--- src/hw/rtl/assert_macros.svh ---
// assertion macros used by block_zero_run_length_encoder_core.sv
// no dependencies; compiled away when SYNTHESIS is defined
`ifndef ASSERT_MACROS_SVH
`define ASSERT_MACROS_SVH

`ifndef SYNTHESIS

// checked on every rising clock edge outside reset
`define BZ_ASSERT(lbl, clk, rst, prop, msg) \
   lbl: assert property (@(posedge clk) disable iff (rst) prop) else $error(msg);

// checked on every rising clock edge, reset included
`define BZ_ASSERT_ALWAYS(lbl, clk, prop, msg) \
   lbl: assert property (@(posedge clk) prop) else $error(msg);

`else

`define BZ_ASSERT(lbl, clk, rst, prop, msg)
`define BZ_ASSERT_ALWAYS(lbl, clk, prop, msg)

`endif

`endif

--- src/hw/rtl/bzrle_pkg.sv ---
// types and constants of the block zero run length encoder
// no dependencies; used by the channel interfaces and the core
package bzrle_pkg;

   localparam int BLOCK_LEN = 64;
   localparam int POS_W     = $clog2(BLOCK_LEN);
   localparam int COEF_W    = 12;
   localparam int WORD_W    = 12;
   localparam int KIND_W    = 2;

   localparam logic [POS_W-1:0] POS_LAST = POS_W'(BLOCK_LEN - 1);
   localparam logic signed [WORD_W-1:0] END_MARKER = WORD_W'(63);

   // results one request can produce: run count, value, end marker
   localparam int MAX_RESULTS = 3;
   localparam int CNT_W       = $clog2(MAX_RESULTS + 1);

   typedef enum logic [KIND_W-1:0] {
      KIND_VALUE = 2'd0,
      KIND_RUN   = 2'd1,
      KIND_END   = 2'd2
   } kind_type;

   typedef struct packed {
      logic signed [WORD_W-1:0] word;
      kind_type                 kind;
      logic                     last;
   } result_type;

endpackage

--- src/hw/rtl/bzrle_if.sv ---
// valid/ready channel interfaces for requests and results
// depends on bzrle_pkg
interface bzrle_req_if;
   logic                                   valid;
   logic                                   ready;
   logic signed [bzrle_pkg::COEF_W-1:0]    coefficient;

   modport source (output valid, output coefficient, input ready);
   modport sink   (input valid, input coefficient, output ready);
endinterface

interface bzrle_rsp_if;
   logic                                   valid;
   logic                                   ready;
   logic signed [bzrle_pkg::WORD_W-1:0]    word;
   bzrle_pkg::kind_type                    kind;
   logic                                   last;

   modport source (output valid, output word, output kind, output last, input ready);
   modport sink   (input valid, input word, input kind, input last, output ready);
endinterface

--- src/hw/rtl/block_zero_run_length_encoder_core.sv ---
// Zero run length encoder for 64-coefficient blocks in zigzag order. Each request
// carries one coefficient; it is encoded in the cycle it is accepted and its first
// result word appears on the result port in the next cycle if the output register is
// free. A request yields zero to three words (DC value; run count and value; end
// marker after the last coefficient). The single result port moves one word per
// cycle while the result side is ready: with the result side always ready,
// requests that yield at most one word are accepted every cycle, others hold req
// ready low until their extra words have left a three-entry queue. Result back
// pressure stalls the port and so keeps req ready low longer.
// req ready depends only on that queue being empty.
// depends on bzrle_pkg, bzrle_if.sv and assert_macros.svh
`include "assert_macros.svh"

module block_zero_run_length_encoder_core (
   input logic          clock,
   input logic          reset,
   bzrle_req_if.sink    req_chan,
   bzrle_rsp_if.source  rsp_chan
);

   logic [bzrle_pkg::POS_W-1:0]  position_ff, position_in;
   logic [bzrle_pkg::POS_W-1:0]  zero_run_ff, zero_run_in;

   bzrle_pkg::result_type        rsp_ff, rsp_in;
   logic                         rsp_valid_ff, rsp_valid_in;

   bzrle_pkg::result_type        pend_ff [bzrle_pkg::MAX_RESULTS];
   bzrle_pkg::result_type        pend_in [bzrle_pkg::MAX_RESULTS];
   logic [bzrle_pkg::CNT_W-1:0]  pend_cnt_ff, pend_cnt_in;

   bzrle_pkg::result_type        res [bzrle_pkg::MAX_RESULTS];
   logic [bzrle_pkg::CNT_W-1:0]  res_cnt;

   logic                         accept;
   logic                         out_free;
   logic                         at_dc;
   logic                         at_end;
   logic                         coef_nz;

   assign req_chan.ready = (pend_cnt_ff == '0);
   assign accept         = req_chan.valid && req_chan.ready;
   assign out_free       = !rsp_valid_ff || rsp_chan.ready;

   assign at_dc   = (position_ff == '0);
   assign at_end  = (position_ff == bzrle_pkg::POS_LAST);
   assign coef_nz = (req_chan.coefficient != '0);

   // encode the incoming coefficient into an ordered list of result words
   always_comb begin
      bzrle_pkg::result_type run_word;
      bzrle_pkg::result_type val_word;
      bzrle_pkg::result_type end_word;

      run_word.word = $signed({{(bzrle_pkg::WORD_W - bzrle_pkg::POS_W){1'b0}}, zero_run_ff});
      run_word.kind = bzrle_pkg::KIND_RUN;
      run_word.last = 1'b0;
      val_word.word = req_chan.coefficient;
      val_word.kind = bzrle_pkg::KIND_VALUE;
      val_word.last = 1'b0;
      end_word.word = bzrle_pkg::END_MARKER;
      end_word.kind = bzrle_pkg::KIND_END;
      end_word.last = 1'b0;

      for (int i = 0; i < bzrle_pkg::MAX_RESULTS; i++) begin
         res[i] = end_word;
      end
      res_cnt = '0;

      if (at_dc) begin
         res[0]  = val_word;
         res_cnt = bzrle_pkg::CNT_W'(1);
      end else if (coef_nz) begin
         res[0]  = run_word;
         res[1]  = val_word;
         res_cnt = bzrle_pkg::CNT_W'(2);
      end

      // end marker fills the slot after whatever came before it
      if (at_end) begin
         res_cnt = res_cnt + 1'b1;
      end

      for (int i = 0; i < bzrle_pkg::MAX_RESULTS; i++) begin
         res[i].last = (bzrle_pkg::CNT_W'(i + 1) == res_cnt);
      end
   end

   always_comb begin
      position_in = position_ff;
      zero_run_in = zero_run_ff;
      if (accept) begin
         position_in = at_end ? '0 : position_ff + 1'b1;
         zero_run_in = (at_dc || coef_nz || at_end) ? '0 : zero_run_ff + 1'b1;
      end
   end

   // output register and drain queue
   always_comb begin
      rsp_in       = rsp_ff;
      rsp_valid_in = rsp_valid_ff;
      pend_in      = pend_ff;
      pend_cnt_in  = pend_cnt_ff;

      if (accept) begin
         if (out_free) begin
            rsp_in       = res[0];
            rsp_valid_in = (res_cnt != '0);
            pend_in[0]   = res[1];
            pend_in[1]   = res[2];
            pend_cnt_in  = (res_cnt != '0) ? res_cnt - 1'b1 : '0;
         end else begin
            pend_in     = res;
            pend_cnt_in = res_cnt;
         end
      end else if (out_free) begin
         rsp_in       = pend_ff[0];
         rsp_valid_in = (pend_cnt_ff != '0);
         if (pend_cnt_ff != '0) begin
            pend_in[0]  = pend_ff[1];
            pend_in[1]  = pend_ff[2];
            pend_cnt_in = pend_cnt_ff - 1'b1;
         end
      end
   end

   always_ff @(posedge clock) begin
      if (reset) begin
         position_ff  <= '0;
         zero_run_ff  <= '0;
         rsp_valid_ff <= 1'b0;
         pend_cnt_ff  <= '0;
      end else begin
         position_ff  <= position_in;
         zero_run_ff  <= zero_run_in;
         rsp_valid_ff <= rsp_valid_in;
         pend_cnt_ff  <= pend_cnt_in;
      end
   end

   always_ff @(posedge clock) begin
      rsp_ff  <= rsp_in;
      pend_ff <= pend_in;
   end

   assign rsp_chan.valid = rsp_valid_ff;
   assign rsp_chan.word  = rsp_ff.word;
   assign rsp_chan.kind  = rsp_ff.kind;
   assign rsp_chan.last  = rsp_ff.last;

   `BZ_ASSERT(a_run_cleared_at_dc, clock, reset,
      position_ff == '0 |-> zero_run_ff == '0, "zero run not cleared at block start")
   `BZ_ASSERT(a_run_below_position, clock, reset,
      position_ff == '0 || zero_run_ff < position_ff, "zero run longer than coefficients seen")
   `BZ_ASSERT(a_block_wraps, clock, reset,
      accept && at_end |=> position_ff == '0, "position did not wrap after last coefficient")
   `BZ_ASSERT(a_queue_behind_output, clock, reset,
      pend_cnt_ff != '0 |-> rsp_valid_ff, "queued words while output register empty")
   `BZ_ASSERT(a_end_is_last, clock, reset,
      rsp_valid_ff && rsp_ff.kind == bzrle_pkg::KIND_END |-> rsp_ff.last,
      "end marker not flagged last")

endmodule
--- src/flat_wrapper.sv ---
// flat-port wrapper written by rule: the top's interface ports become plain ports
module block_zero_run_length_encoder_core_flat 
  (clock, reset, req_chan_valid, req_chan_coefficient, req_chan_ready, rsp_chan_valid, rsp_chan_word, rsp_chan_kind, rsp_chan_last, rsp_chan_ready);
  bzrle_req_if req_chan_i ();
  bzrle_rsp_if rsp_chan_i ();
  input logic clock;
  input logic reset;
  input wire logic [$bits(req_chan_i.valid)-1:0] req_chan_valid;
  input wire logic [$bits(req_chan_i.coefficient)-1:0] req_chan_coefficient;
  output wire logic [$bits(req_chan_i.ready)-1:0] req_chan_ready;
  output wire logic [$bits(rsp_chan_i.valid)-1:0] rsp_chan_valid;
  output wire logic [$bits(rsp_chan_i.word)-1:0] rsp_chan_word;
  output wire logic [$bits(rsp_chan_i.kind)-1:0] rsp_chan_kind;
  output wire logic [$bits(rsp_chan_i.last)-1:0] rsp_chan_last;
  input wire logic [$bits(rsp_chan_i.ready)-1:0] rsp_chan_ready;
  assign req_chan_i.valid = req_chan_valid;
  assign req_chan_i.coefficient = req_chan_coefficient;
  assign req_chan_ready = req_chan_i.ready;
  assign rsp_chan_valid = rsp_chan_i.valid;
  assign rsp_chan_word = rsp_chan_i.word;
  assign rsp_chan_kind = rsp_chan_i.kind;
  assign rsp_chan_last = rsp_chan_i.last;
  assign rsp_chan_i.ready = rsp_chan_ready;
  block_zero_run_length_encoder_core u_core (.clock(clock), .reset(reset), .req_chan(req_chan_i), .rsp_chan(rsp_chan_i));
endmodule
--- config.mk ---
export PLATFORM = sky130hd
export DESIGN_NAME = block_zero_run_length_encoder_core_flat
export DESIGN_NICKNAME = d
export VERILOG_FILES = /design/src/hw/rtl/bzrle_pkg.sv /design/src/hw/rtl/bzrle_if.sv /design/src/hw/rtl/block_zero_run_length_encoder_core.sv /design/src/flat_wrapper.sv
export VERILOG_INCLUDE_DIRS = /design/src /design/src/hw/rtl
export SDC_FILE = /design/constraint.sdc
export NUM_CORES = 1
export LEC_CHECK = 0
export ABC_CLOCK_PERIOD_IN_PS = 4100
export BUFFER_PORTS_ARGS = -buffer_cell sky130_fd_sc_hd__buf_2
export CORE_MARGIN = 1
export CORE_UTILIZATION = 50
export DETAILED_ROUTE_END_ITERATION = 8
export MAX_ROUTING_LAYER = met4
export PLACE_DENSITY = 0.72
export SYNTH_ARGS = -nofsm -noshare
export SYNTH_HDL_FRONTEND = slang
export SYNTH_SLANG_ARGS = --single-unit
--- constraint.sdc ---
create_clock -name clock -period 4.1 [get_ports clock]
set_clock_uncertainty 0.1 [all_clocks]
set_input_delay 0.82 -clock clock [delete_from_list [all_inputs] [get_ports clock]]
set_output_delay 0.82 -clock clock [all_outputs]
set_load 0.05 [all_outputs]
* After elaboration in Yosys (flattened, before gate mapping)
Index checks and enable logic that the tools add are counted.
Widths: inputs -> output; s select.
** Cells by class
- Reduce and logical (&&, ||, !) cells :: 14
- Bitwise operators :: 1
- Muxes and demuxes :: 23
- Add/subtract/negate cells :: 5
- Eq/ne operators :: 4
** Operator list (number)
- $mux 30 :: 4
- $mux 15 :: 5
- $mux 24 :: 1
- $mux 2 :: 8
- $add 6x1->6 const B :: 2
- $mux 6 :: 2
- $reduce_bool 12->1 :: 1
- $reduce_bool 2->1 :: 4
- $eq 6x6->1 const B :: 1
- $logic_not 6->1 :: 1
- $eq 2x2->1 const A :: 2
- $reduce_and 2->1 :: 2
- $sub 2x1->2 const B :: 2
- $logic_or 1x1->1 :: 3
- $mux 1 :: 3
- $add 2x1->2 const B :: 1
- $eq 1x2->1 const A :: 1
- $logic_not 2->1 :: 1
- $logic_and 1x1->1 :: 1
- $logic_not 1->1 :: 1
- $not 1->1 :: 1
** Word-level totals
- Input port bits :: 16
- Output and inout port bits :: 17
- Word-level logic and storage cells :: 61
- Register bits :: 61

* Depth between registers and ports, before layout
Gate-level depths: netlist of the first run.
- Depth after elaboration :: 9
- Gate-level depth with buffers :: 9
- Gate-level depth less buffers :: 7

* Worst setup path after synthesis of the first run
No wires, ideal clock.
- Path type :: input to register
- Start point :: input rsp_chan_ready
- End point :: register u_core.pend_cnt_ff[0] (netlist name)
- Arrival :: 3.616 ns
- Required time :: 3.868 ns
- Setup time :: 0.132 ns
- Cell stages on the path :: 6
- Path slack :: 0.252 ns
- Cell sequence :: nor2b_1 buf_1 o21ai_0 nor2_1 a221oi_1 a21oi_1
** Between the ends
- Word-level cells in the longest chain between the ends :: 3
** RTL lines
- start, declared :: line flat_wrapper.sv:15 : input wire logic [$bits(rsp_chan_i.ready)-1:0] rsp_chan_ready;
- $logic_or 1x1->1 (*) :: line block_zero_run_length_encoder_core.sv:42 : assign out_free = !rsp_valid_ff || rsp_chan.ready;
- $mux 2 or $reduce_bool 2->1 (tied branches)
- $mux 2 or $reduce_and 2->1 (tied branches)
- end signal, assigned :: line block_zero_run_length_encoder_core.sv:136 : pend_cnt_ff <= pend_cnt_in;
- end, declared :: line block_zero_run_length_encoder_core.sv:29 : logic [bzrle_pkg::CNT_W-1:0] pend_cnt_ff, pend_cnt_in;
Mark *: on every way between the ends. The rest lies on a longest branch, timed or not.
A chain may end at the register's enable or synchronous reset.

==> reports/summary.txt, run 1 <==
Status -> finished, final reports clean
Fin area -> 3320 sq um
Synthesized instance count -> 284
Largest net degree at the start of global routing -> 49
GPL Wtd Cong -> 0.802
Clock root buffer -> clkbuf_8
Row count -> 27
CP cell instances -> inv_1, ha_1, nand2b_1, or4_1, nand2_2, or3_1, nand3_1
Final TNS setup -> 0 ps
Initial core utilization -> 52.0%
VDD IR max -> 0.353 mV
Tmin final -> 2540 ps
DPL Wire Length -> 3.95 mm
Vias in the first global route -> 2,134
Max clock buf depth -> 2
Min Hold Slack -> 398 ps
Netlist cell types -> 39
CTS tree -> built
Gr usage total -> 22.6%
Cell taking the most area after synthesis -> edfxtp_1
Drt initial violations -> 129
Synth top area cells -> edfxtp_1 (47%), dfxtp_1 (10%), nand2_1 (7.9%)
Routed len/inst -> 15.5 um
Synth async-reset ratio -> 0%
Via count -> 2,207
Power Total -> 2.60 mW
Yosys warning count -> 0
Unrepaired setup endpoints after global routing -> no
Nets@finish -> 335
Antenna diodes -> 0
Crit path largest cell delay -> 600 ps
Post-Syn Nets -> 304
Die area -> 6030 sq um
Clock Sinks -> 60
Post-DR vias/cell -> 5.63
Clock transition at path regs -> 60 ps
Clock H-tree levels -> 3
IO Count -> 33
Grt ovf -> 0
P_leak -> 1.28 nW
Crit-path max FO -> 23
Setup crit end kind -> register
Cts repair resizes -> 0
Final wirelength -> 6.07 mm
Postcts setup bufs -> 0
Post-synth EDFFs -> 45
Crit-path slowest cell -> or4_1
Hold WC Path Type -> register to register
Layout cell share with drive strength beyond 1 -> 20.3%
Worst-Margin Slew -> 861 ps
Synth Cell Area -> 2860 sq um
CTS buffer count -> 9
Die Width -> 77.7 um
Final worst-path cycle share -> 61.9%
Seq/Total Area, Yosys -> 57.7%
Fmax -> 0.394 GHz
Placeable Area -> 5510 sq um
Max_slew headroom -> 42.6%
Antenna violations before repair -> 0
ANT nets after route -> 0
Yosys top cell area share -> 47.2%
Router iterations before antenna repair -> 5
Syn_area_per_cell -> 10.1 sq um
Maxcap violations -> 0
Drc violations -> 0
Startpoint types -> register
Pwr Density -> 783 nW/um^2
Syn-to-layout area delta -> 15.8%
Latest clock arrival within the worst-skew pair -> 330 ps
Post-DP Area -> 3090 sq um
Port Buffers -> 32
CP Data Required Time -> 4200 ps
Hold Buf Count CTS -> 0
First-pass GRT wire length -> 10.0 mm
Max-slew violation count -> 0
Final Hold Viols -> 0
Most frequent cell after synthesis -> nand2_1
Critical path arrival -> 2640 ps
Ys flop type -> edfxtp_1
Die height -> 77.7 um
Crit Path Class -> register to register
Synthesized flop and latch total -> 60
Endpoints failing setup -> 0
Post-synth top cells -> nand2_1 (60), edfxtp_1 (45), nor2_1 (29)
[through the flow]
| step | cells | util [%] | setup slack (ps) |
|---|---|---|---|
| 6_report | 392 | 60.2 | 1560 |
| 5_1_grt | 392 | 60.2 | 1350 |
| 4_1_cts | 392 | 60.2 | 1540 |
| 3_5_place_dp | 376 | 56.0 | 1380 |
| 3_3_place_gp | 376 | 56.0 | 1460 |
| 2_1_floorplan | 284 | - | 252 |
[final cells by class]
class                      count  area (sq um)
fill                         467          2190
sequential                    60          1650
multi-input combinational    201          1120
timing repair buffer          37           198
clock buffer                  10           128
clock inverter                 6           103
tap                           72          90.1
inverter                       6          22.5
[placed cells by master, fill, tap and decap left out, drive strengths merged, types with 3 or more instances in the layout]
master   n
edfxtp  45
o221ai   6
dfxtp   15
buf     37
clkbuf  10
inv      6
a21oi    9
o21ai   21
a31oi    4
o31ai    4
nand2b   3
and3     7
nand3   11
nor4     5
ha       4
or2      7
bufinv   3
nand2   61
o22ai    8
nor2    29
clkinv   3
[path summary, 6_finish.rpt]
check,startpoint,endpoint,slack (ps),cells past startpoint
setup / recovery,u_core.position_ff[0]$_SDFFE_PP0P_,u_core.pend_ff[30]$_DFFE_PP_,1560,7
hold / removal,u_core.position_ff[0]$_SDFFE_PP0P_,u_core.position_ff[0]$_SDFFE_PP0P_,400,2
setup reg to reg,u_core.position_ff[0]$_SDFFE_PP0P_,u_core.pend_ff[30]$_DFFE_PP_,1560,7
hold reg to reg,u_core.position_ff[0]$_SDFFE_PP0P_,u_core.position_ff[0]$_SDFFE_PP0P_,400,2
[power by group]
| part | switching, mW | internal [mW] | total (mW) |
|---|---|---|---|
| Combinational | 0.748 | 0.227 | 0.975 |
| Clock | 0.226 | 0.399 | 0.624 |
| Sequential | 0.0502 | 0.946 | 0.997 |
| Total | 1.02 | 1.57 | 2.60 |
[cells by family (layout without fill, tap and decap cells)]
family,after synthesis,in the layout,synth area share (%)
flops,60,60,57.7
xor+xnor,4,4,1.22
simple gates,134,134,23.3
fa+ha+maj,4,4,1.75
buf+inv,23,59,3.19
compound gates,59,59,12.8
[state kept, by name, indices dropped and copies added, names as in the netlist]
register               count
u_core.zero_run_ff         6
u_core.pend_ff            30
u_core.rsp_chan.valid      1
u_core.rsp_chan.last       1
u_core.position_ff         6
u_core.pend_cnt_ff         2
u_core.rsp_chan.word      12
u_core.rsp_chan.kind       2
[metal layers]
metal / GRT usage, % / routed length, um
met3: 4.94 / 427
met2: 35.4 / 2980
met5: - / 0
met1: 27.9 / 2540
met4: 10.6 / 134
[critical path, delay by kind of cell, from the launching register on]
kind,cells,cell delay (ps)
adders and majority gates,1,200
buffers and inverters,1,80
DFF,1,370
and+or+nand+nor,5,1650
Power figures use the tool's default switching activity.
==> run 2, diff against run 1 <==
--- a/config.mk
+++ b/config.mk
@@ -6,7 +6,7 @@
 export SDC_FILE = /design/constraint.sdc
 export NUM_CORES = 1
 export LEC_CHECK = 0
-export ABC_CLOCK_PERIOD_IN_PS = 4100
+export ABC_CLOCK_PERIOD_IN_PS = 2500
 export BUFFER_PORTS_ARGS = -buffer_cell sky130_fd_sc_hd__buf_2
 export CORE_MARGIN = 1
 export CORE_UTILIZATION = 50
==> constraint.sdc (replaced) <==
create_clock -name clock -period 2.5 [get_ports clock]
set_clock_uncertainty 0.1 [all_clocks]
set_input_delay 0.5 -clock clock [delete_from_list [all_inputs] [get_ports clock]]
set_output_delay 0.5 -clock clock [all_outputs]
set_load 0.05 [all_outputs]
==> run 2 against run 1 <==
Wire length down 4.4%. Worst setup slack worse by 1300 ps. Non-clock buffer count up 3. Global-route usage up 0.075 points. Maximum frequency up 14%. Final cell count up 0.77%. First-iteration DRC count up 59%. Highest routed layer unchanged.
==> reports/summary.txt, run 2 (same netlist as run 1, synthesis figures left out) <==
Status -> finished, final reports clean
Fillers -> 445
Tmin final -> 2230 ps
Router iterations before antenna repair -> 4
WP buf/inv -> 1
Drc violations -> 0
Post-route insts no fill -> 395
Nets@finish -> 338
Met2 routed WL -> 2.74 mm
Clock H-tree levels -> 3
Die area -> 6030 sq um
Syn-to-layout area delta -> 15.8%
Final TNS setup -> 0 ps
Initial core utilization -> 52.0%
Clock share of power -> 22.3%
CP Launch Point -> u_core.position_ff[0]$_SDFFE_PP0P_
Cts repair resizes -> 0
Most frequent cells in the layout -> nand2_1 (60), edfxtp_1 (45), buf_2 (32)
Hold WC Path Type -> primary input to register
Antenna diodes -> 0
Via count -> 2,217
Startpoint types -> register
Switching Fraction -> 39.9%
Pwr Density -> 1250 nW/um^2
Min Hold Slack -> 375 ps
Gr usage total -> 22.7%
DPL Wire Length -> 3.80 mm
Largest net degree at the start of global routing -> 38
NetSw -> 1.66 mW
Clock root buffer -> clkbuf_8
GPL Wtd Cong -> 0.807
Biggest register -> u_core.pend_ff
Crit-path max FO -> 16
Largest register FFs -> 30
DR WL met3 -> 305 um
CP top delay family -> simple AND/OR/NAND/NOR gates
Drt initial violations -> 205
Latest clock arrival within the worst-skew pair -> 340 ps
Internal power -> 2.50 mW
Fmax -> 0.448 GHz
Routed len/inst -> 14.7 um
Sequential Power Share -> 39.3%
IO Count -> 33
Clock transition at path regs -> 60 ps
Endpoints failing setup -> 0
Met1 wire length -> 2.65 mm
Antenna violations before repair -> 0
Max-slew violation count -> 0
Crit Path Class -> register to register
P_leak -> 1.28 nW
Placed Cells incl. Taps -> 379
Max_slew headroom -> 67.3%
CP cell instances -> inv_1, ha_1, nand2b_1, or4_1, nand2_2, or3_1, nand3_1
Postcts setup bufs -> 0
Critical path arrival -> 2220 ps
Hold Crit Start -> req_chan_valid
Die height -> 77.7 um
Clock Sinks -> 60
CTS tree -> built
Grt ovf -> 0
Vias in the first global route -> 2,156
Reg-to-reg critical path startpoint -> u_core.position_ff[0]$_SDFFE_PP0P_
VDD IR max -> 0.548 mV
CTS buffer count -> 9
Maxcap violations -> 0
Final Hold Viols -> 0
Setup crit end kind -> register
Final wirelength -> 5.81 mm
Combinational power share -> 38.4%
Post-DR vias/cell -> 5.61
Row count -> 27
Worst-Margin Slew -> 487 ps
Commonest non-fill, non-tap cell in the layout -> nand2_1
CP Data Required Time -> 2480 ps
Uppermost layer routed -> met4
Max clock buf depth -> 2
First-pass GRT wire length -> 10.2 mm
Placeable Area -> 5510 sq um
Crit-path slowest cell -> or4_1
Port Buffers -> 32
Final worst-path cycle share -> 89.3%
Unrepaired setup endpoints after global routing -> no
Crit path largest cell delay -> 620 ps
Layout cell share with drive strength beyond 1 -> 21.1%
Die Width -> 77.7 um
ANT nets after route -> 0
Hold Buf Count CTS -> 0
[run 2: changes by cell type in the layout (fill, tap and decap cells not counted), sizes merged]
cell      previous run  this run
buf                 37        40
bufinv               3         2
clkinv               3         2
clkbuf              10        11
clkinvlp             0         1
[run 2: final timing paths]
kind                                        endpoint  slack (ps)  depth (start not counted)
setup reg to reg        u_core.pend_ff[30]$_DFFE_PP_         270                          7
hold / removal    u_core.rsp_chan.valid$_SDFFE_PP0N_         380                          3
hold reg to reg   u_core.position_ff[1]$_SDFFE_PP0P_         400                          2
setup / recovery        u_core.pend_ff[30]$_DFFE_PP_         270                          7
[run 2: power groups by stage]
stage          Clock (mW)  Sequential (mW)  Combinational [mW]
4_1_cts             0.942             1.63                1.61
2_1_floorplan           0             2.11               0.766
3_3_place_gp            0             1.64                1.58
3_5_place_dp            0             1.65                1.60
5_1_grt             0.977             1.67                1.75
6_report            0.927             1.63                1.60
[run 2: stage by stage]
| stage | setup WS [ps] | instance area, sq um | utilization [%] | power (mW) |
|---|---|---|---|---|
| 3_5_place_dp | 282 | 3110 | 56.4 | 3.26 |
| 2_1_floorplan | 167 | 2870 | - | 2.88 |
| 5_1_grt | 126 | 3320 | 60.2 | 4.40 |
| 4_1_cts | 249 | 3320 | 60.2 | 4.18 |
| 3_3_place_gp | 325 | 3110 | 56.4 | 3.23 |
| 6_report | 268 | 3320 | 60.2 | 4.15 |
[run 2: cell type report]
type                            instances  area (sq um)  area share, %
Inverter                                6          22.5          0.679
Multi-Input combinational cell        201          1120           33.9
Sequential cell                        60          1650           49.8
Clock inverter                          5          76.3           2.30
Tap cell                               72          90.1           2.72
Clock buffer                           11           131           3.96
Timing Repair Buffer                   40           220           6.64
[run 2: worst reg2reg max path, delay by kind of cell, from the launching register on]
family | cells | cell delay [ps]
and+or+nand+nor | 5 | 1320
DFF | 1 | 340
adders and majority gates | 1 | 140
buffers and inverters | 1 | 80
[run 2: per-layer routing]
layer / vias to the layer above / global-route usage, %
met1: 1041 / 27.5
met3: 10 / 4.47
met4: 0 / 11.5
li1: 1092 / -
met5: - / -
met2: 74 / 36.0
